[config.mk]
export PLATFORM = sky130hd
export DESIGN_NAME = tmcw_ctrl
export DESIGN_NICKNAME = d
export VERILOG_FILES = /design/src/sv/text_mode_console_writer_macros.svh /design/src/sv/tmcw_pkg.sv /design/src/sv/tmcw_ctrl.sv
export SDC_FILE = /design/constraint.sdc
export NUM_CORES = 1
export LEC_CHECK = 0
export ABC_CLOCK_PERIOD_IN_PS = 1650
export BUFFER_PORTS_ARGS = -buffer_cell sky130_fd_sc_hd__buf_2
export CAP_MARGIN = 30
export CORE_AREA = 2 2 39 41
export CTS_CLUSTER_DIAMETER = 120
export DETAILED_ROUTE_END_ITERATION = 12
export DIE_AREA = 0 0 41 43
export GPL_TIMING_DRIVEN = 0
export PLACE_DENSITY = 0.62
export SKIP_CTS_REPAIR_TIMING = 1
export SLEW_MARGIN = 20
export SYNTH_ARGS = -nofsm -noshare
export SYNTH_HDL_FRONTEND = slang
export SYNTH_SLANG_ARGS = --single-unit
[constraint.sdc]
create_clock -name clock -period 1.65 [get_ports clock]
set_input_delay 0.33 -clock clock [delete_from_list [all_inputs] [get_ports clock]]
set_output_delay 0.33 -clock clock [all_outputs]
set_load 0.05 [all_outputs]
[src/sv/text_mode_console_writer_macros.svh]
// Assertion macros used by the console writer top level.
`ifndef TEXT_MODE_CONSOLE_WRITER_MACROS_SVH
`define TEXT_MODE_CONSOLE_WRITER_MACROS_SVH

`ifndef SYNTHESIS

// Same-cycle implication, checked at every rising edge outside reset.
`define TMCW_ASSERT_IMP(label, clk, rst, ante, cons, msg) \
   label: assert property (@(posedge clk) disable iff (rst) (ante) |-> (cons)) \
      else $error(msg);

// Next-cycle implication, checked at every rising edge outside reset.
`define TMCW_ASSERT_NXT(label, clk, rst, ante, cons, msg) \
   label: assert property (@(posedge clk) disable iff (rst) (ante) |=> (cons)) \
      else $error(msg);

`else

`define TMCW_ASSERT_IMP(label, clk, rst, ante, cons, msg)
`define TMCW_ASSERT_NXT(label, clk, rst, ante, cons, msg)

`endif

`endif

[src/sv/tmcw_pkg.sv]
package tmcw_pkg;

   localparam logic [1:0] OP_PUT   = 2'd0;
   localparam logic [1:0] OP_CLEAR = 2'd1;
   localparam logic [1:0] OP_READ  = 2'd2;

   localparam logic [7:0] CHAR_BS    = 8'h08;
   localparam logic [7:0] CHAR_TAB   = 8'h09;
   localparam logic [7:0] CHAR_LF    = 8'h0A;
   localparam logic [7:0] CHAR_CR    = 8'h0D;
   localparam logic [7:0] CHAR_SPACE = 8'h20;
   localparam logic [7:0] CHAR_DEL   = 8'h7F;

   localparam logic [15:0] BLANK_WORD = 16'h0F20;

   typedef struct packed {
      logic [1:0]  operation;
      logic [7:0]  char_code;
      logic [3:0]  bg_colour;
      logic [3:0]  fg_colour;
      logic [10:0] cell_address;
   } req_type;

   typedef struct packed {
      logic [10:0] cursor_location;
      logic [15:0] cell_data;
      logic        scrolled;
   } rsp_type;

   // Controller to datapath.
   typedef struct packed {
      logic accept;
      logic exec;
      logic read_load;
      logic sweep_clear;
      logic sweep_scroll;
   } cmd_type;

   // Datapath to controller.
   typedef struct packed {
      logic [1:0] op;
      logic       need_scroll;
      logic       clear_last;
      logic       scroll_last;
   } status_type;

endpackage

[src/sv/tmcw_ctrl.sv]
module tmcw_ctrl (
   input  logic                 clock,
   input  logic                 reset,
   input  logic                 start,
   input  tmcw_pkg::status_type status,
   output tmcw_pkg::cmd_type    cmd,
   output logic                 busy,
   output logic                 rsp_strobe
);
   import tmcw_pkg::*;

   typedef enum logic [6:0] {
      ST_INIT   = 7'b0000001,
      ST_IDLE   = 7'b0000010,
      ST_EXEC   = 7'b0000100,
      ST_READ   = 7'b0001000,
      ST_CLEAR  = 7'b0010000,
      ST_SCROLL = 7'b0100000,
      ST_DONE   = 7'b1000000
   } state_type;

   state_type state_ff, state_in;

   always_comb begin
      state_in = state_ff;
      cmd      = '0;
      case (state_ff)
         ST_INIT: begin
            // Blank the whole store after reset before taking any request.
            cmd.sweep_clear = 1'b1;
            if (status.clear_last) begin
               state_in = ST_IDLE;
            end
         end
         ST_IDLE: begin
            if (start) begin
               cmd.accept = 1'b1;
               state_in   = ST_EXEC;
            end
         end
         ST_EXEC: begin
            cmd.exec = 1'b1;
            case (status.op)
               OP_PUT:   state_in = status.need_scroll ? ST_SCROLL : ST_DONE;
               OP_CLEAR: state_in = ST_CLEAR;
               OP_READ:  state_in = ST_READ;
               default:  state_in = ST_DONE;
            endcase
         end
         ST_READ: begin
            cmd.read_load = 1'b1;
            state_in      = ST_DONE;
         end
         ST_CLEAR: begin
            cmd.sweep_clear = 1'b1;
            if (status.clear_last) begin
               state_in = ST_DONE;
            end
         end
         ST_SCROLL: begin
            cmd.sweep_scroll = 1'b1;
            if (status.scroll_last) begin
               state_in = ST_DONE;
            end
         end
         ST_DONE: state_in = ST_IDLE;
         default: state_in = ST_IDLE;
      endcase
   end

   always_ff @(posedge clock) begin
      if (reset) begin
         state_ff <= ST_INIT;
      end else begin
         state_ff <= state_in;
      end
   end

   assign busy       = (state_ff != ST_IDLE);
   assign rsp_strobe = (state_ff == ST_DONE);

endmodule

==> metrics.txt <==
GPL Wtd Cong=0.761; # rows=14; Starting Density=39.0%; endpoint class of the critical path=output port; hold path depth=2; VDD IR max=0.376 mV; Root Driver=clkbuf_4; Post-Synth Adder-Cell Area=6.96%; Diodes inserted=0; Worst-path clk slew=50 ps; RSZ-0062 raised after global routing=yes; Buffers on Ports=14; grt total ovfl=0; r2r worst-path depth=6; initial antenna violation count=0; Layout Skew=1.87 ps; Synth Area in Compound Gates=16.5%; Final min period=1970 ps; Fmax achieved=about 510 MHz; number of synthesized flops with an enable pin=0; worst-path maximum fanout=6; hold worst-path end=state_ff[5]$_SDFFE_PP0P_; crit path launch=state_ff[4]$_SDFFE_PP0P_; critical path class=flip-flop to output port; final wirelength=1.29 mm; net switching power of the design=around 170 uW; worst-case clock buffer depth=2; fin util=roughly three fifths; Tightest Pin Transition=354 ps; failing checks=setup timing; crit start category=flip-flop; Synth cell types=30; drt initial violations=6; Critical Path AT=1640 ps; Hold Startpoint=reset; top flop regs=state_ff: 7 flops; DPL Wire Length=913 um; Die Ht=between 40 and 50 um; clock sink count=7; Post-Synth XOR/XNOR Area=around 3.2%; switching share of power=32.6%; area grow syn2layout=54.5%; Hold Path Class=input pin to flip-flop; DRC violations left=0; Vias/cell=5.36; post-synthesis register bit count=7; pin count of the biggest net entering global routing=11; final setup margin=-318 ps; PwrDens=610 mW/mm^2; Biggest register=state_ff; combinational share of power=31.8%; status=complete, but fails checks; sequential share of power=between 30% and 40%; sequential share of the synthesized area=26.0%; Post-Synthesis Net Count=76; first-pass GRT wire length=1.93 mm; H-tree levels=1; 1st-pass router iterations=4; Power, Total=509 uW; max-cap viol count=0; Die X=41 um; ys flop type=dfxtp_1; worst r2r dst=state_ff[5]$_SDFFE_PP0P_; ratio of cells with drive above 1 in the final layout=between 40% and 50%; Clock Latency Late Sink=250 ps; nets@finish=100; CTS tree=built; core area=0.00138 mm^2; R2R Path Start=state_ff[4]$_SDFFE_PP0P_; Async S/R FF share, synth=0%; Die ar.=about 0.0018 mm^2; commonest cells after routing, fill and taps aside=7 x buf_6, 7 x buf_2, 5 x inv_1, 5 x buf_4; max reg flops=7; Tot GR Track Use=between 10% and 20%; Vias=~560; syn avg cell area=8.30 um^2; multiplexer area fraction after synthesis=0%; Post-Synth Simple-Gate Area=38.3%; Synth warnings=0; r2r setup slk=around 20 ps; number of fill cells=around 130; clock power share=30.3%; vias in the first global route=483; Worst Path Required=1320 ps; Slew Viols, Final=0; CTS Buf Count=3; wire per inst=about 12 um; Final setup viols=6; largest family of logic cells by synthesized area=simple AND/OR/NAND/NOR gates; post-route ant nets=0; Mapped Cells=65; P_int=343 uW; Tcrit/Tclk final=119%; final hold viol count=0; Pleak=between 0.3 and 0.4 nW; relative slew slack=76.3%; Syn Std Cell Area=539 um^2; IO Count=15
## metrics by stage
step | TNS, ps | cell area, um^2 | setup WS (ps) | instances | hold WS, ps
floorplan | -637 | 583 | -143 | 65 | 399
global placement | -1520 | 673 | -280 | 95 | 608
detailed placement | -1300 | 673 | -264 | 95 | 615
CTS | -3290 | 699 | -546 | 99 | 334
global route | -1400 | 833 | -384 | 104 | 335
finish | -841 | 833 | -318 | 104 | 344
## cells by family (layout without fill, tap and decap cells)
kind of cell               Yosys count  count (layout)
AOI/OAI and AO/OA                   12              12
xor gates and xnor gates             2               2
adders and majority gates            3               3
buffers and inverters                8              31
DFF                                  7               7
and+or+nand+nor                     33              33
## layout make-up
cell class / instances / area (um^2) / share of cell area (%)
Tap cell: 16 / 20.0 / 2.40
Sequential cell: 7 / 149 / 17.9
Clock buffer: 4 / 26.3 / 3.15
Timing Repair Buffer: 19 / 163 / 19.5
Multi-Input combinational cell: 50 / 423 / 50.8
Inverter: 5 / 18.8 / 2.25
Buffer: 3 / 33.8 / 4.05
## critical path: stages (launching register included)
cell	delay [ps]
dfxtp_1	300
buf_6	120
or4_4	570
nor3_4	210
buf_6	180
## metal layers
metal,up-vias,share of wire [%],global-route usage [%]
li1,284,-,-
met1,260,42,20.7
met2,11,53,23.4
met3,2,3.3,1.57
met4,0,1.5,14.7
met5,-,0,0
## synthesized netlist by cell type, types with 2 or more instances
cell      number  area share, %
inv_1          5            3.5
a21oi_1        2            1.9
nor2b_1        3            3.5
nor3b_1        4            5.6
nand3_1        4            3.7
dfxtp_1        7             26
ha_1           3            7.0
nor3_1         5            4.6
and2_1         2            2.3
nor2_1         5            3.5
a211oi_1       2            2.8
o211ai_1       2            2.8
o21ai_0        2            1.9
buf_6          2            4.2
nand2_1        2            1.4
## power groups by stage
stage | combinational [mW] | clock (mW) | sequential (mW)
after global placement | 0.131 | 0 | 0.191
after CTS | 0.133 | 0.165 | 0.188
after floorplan | 0.102 | 0 | 0.189
after detailed placement | 0.132 | 0 | 0.192
final | 0.162 | 0.154 | 0.193
after global routing | 0.175 | 0.175 | 0.194
## worst max-delay path by stage
stage / to / slack, ps / depth (start not counted)
finish: cmd[3] / -320 / 4
global route: cmd[3] / -380 / 4
CTS: cmd[1] / -550 / 3
detailed placement: cmd[1] / -260 / 3
global placement: cmd[1] / -280 / 3
floorplan: state_ff[4]$_SDFFE_PP0P_ / -140 / 5
Note: power is estimated with default switching activity, not from simulation.
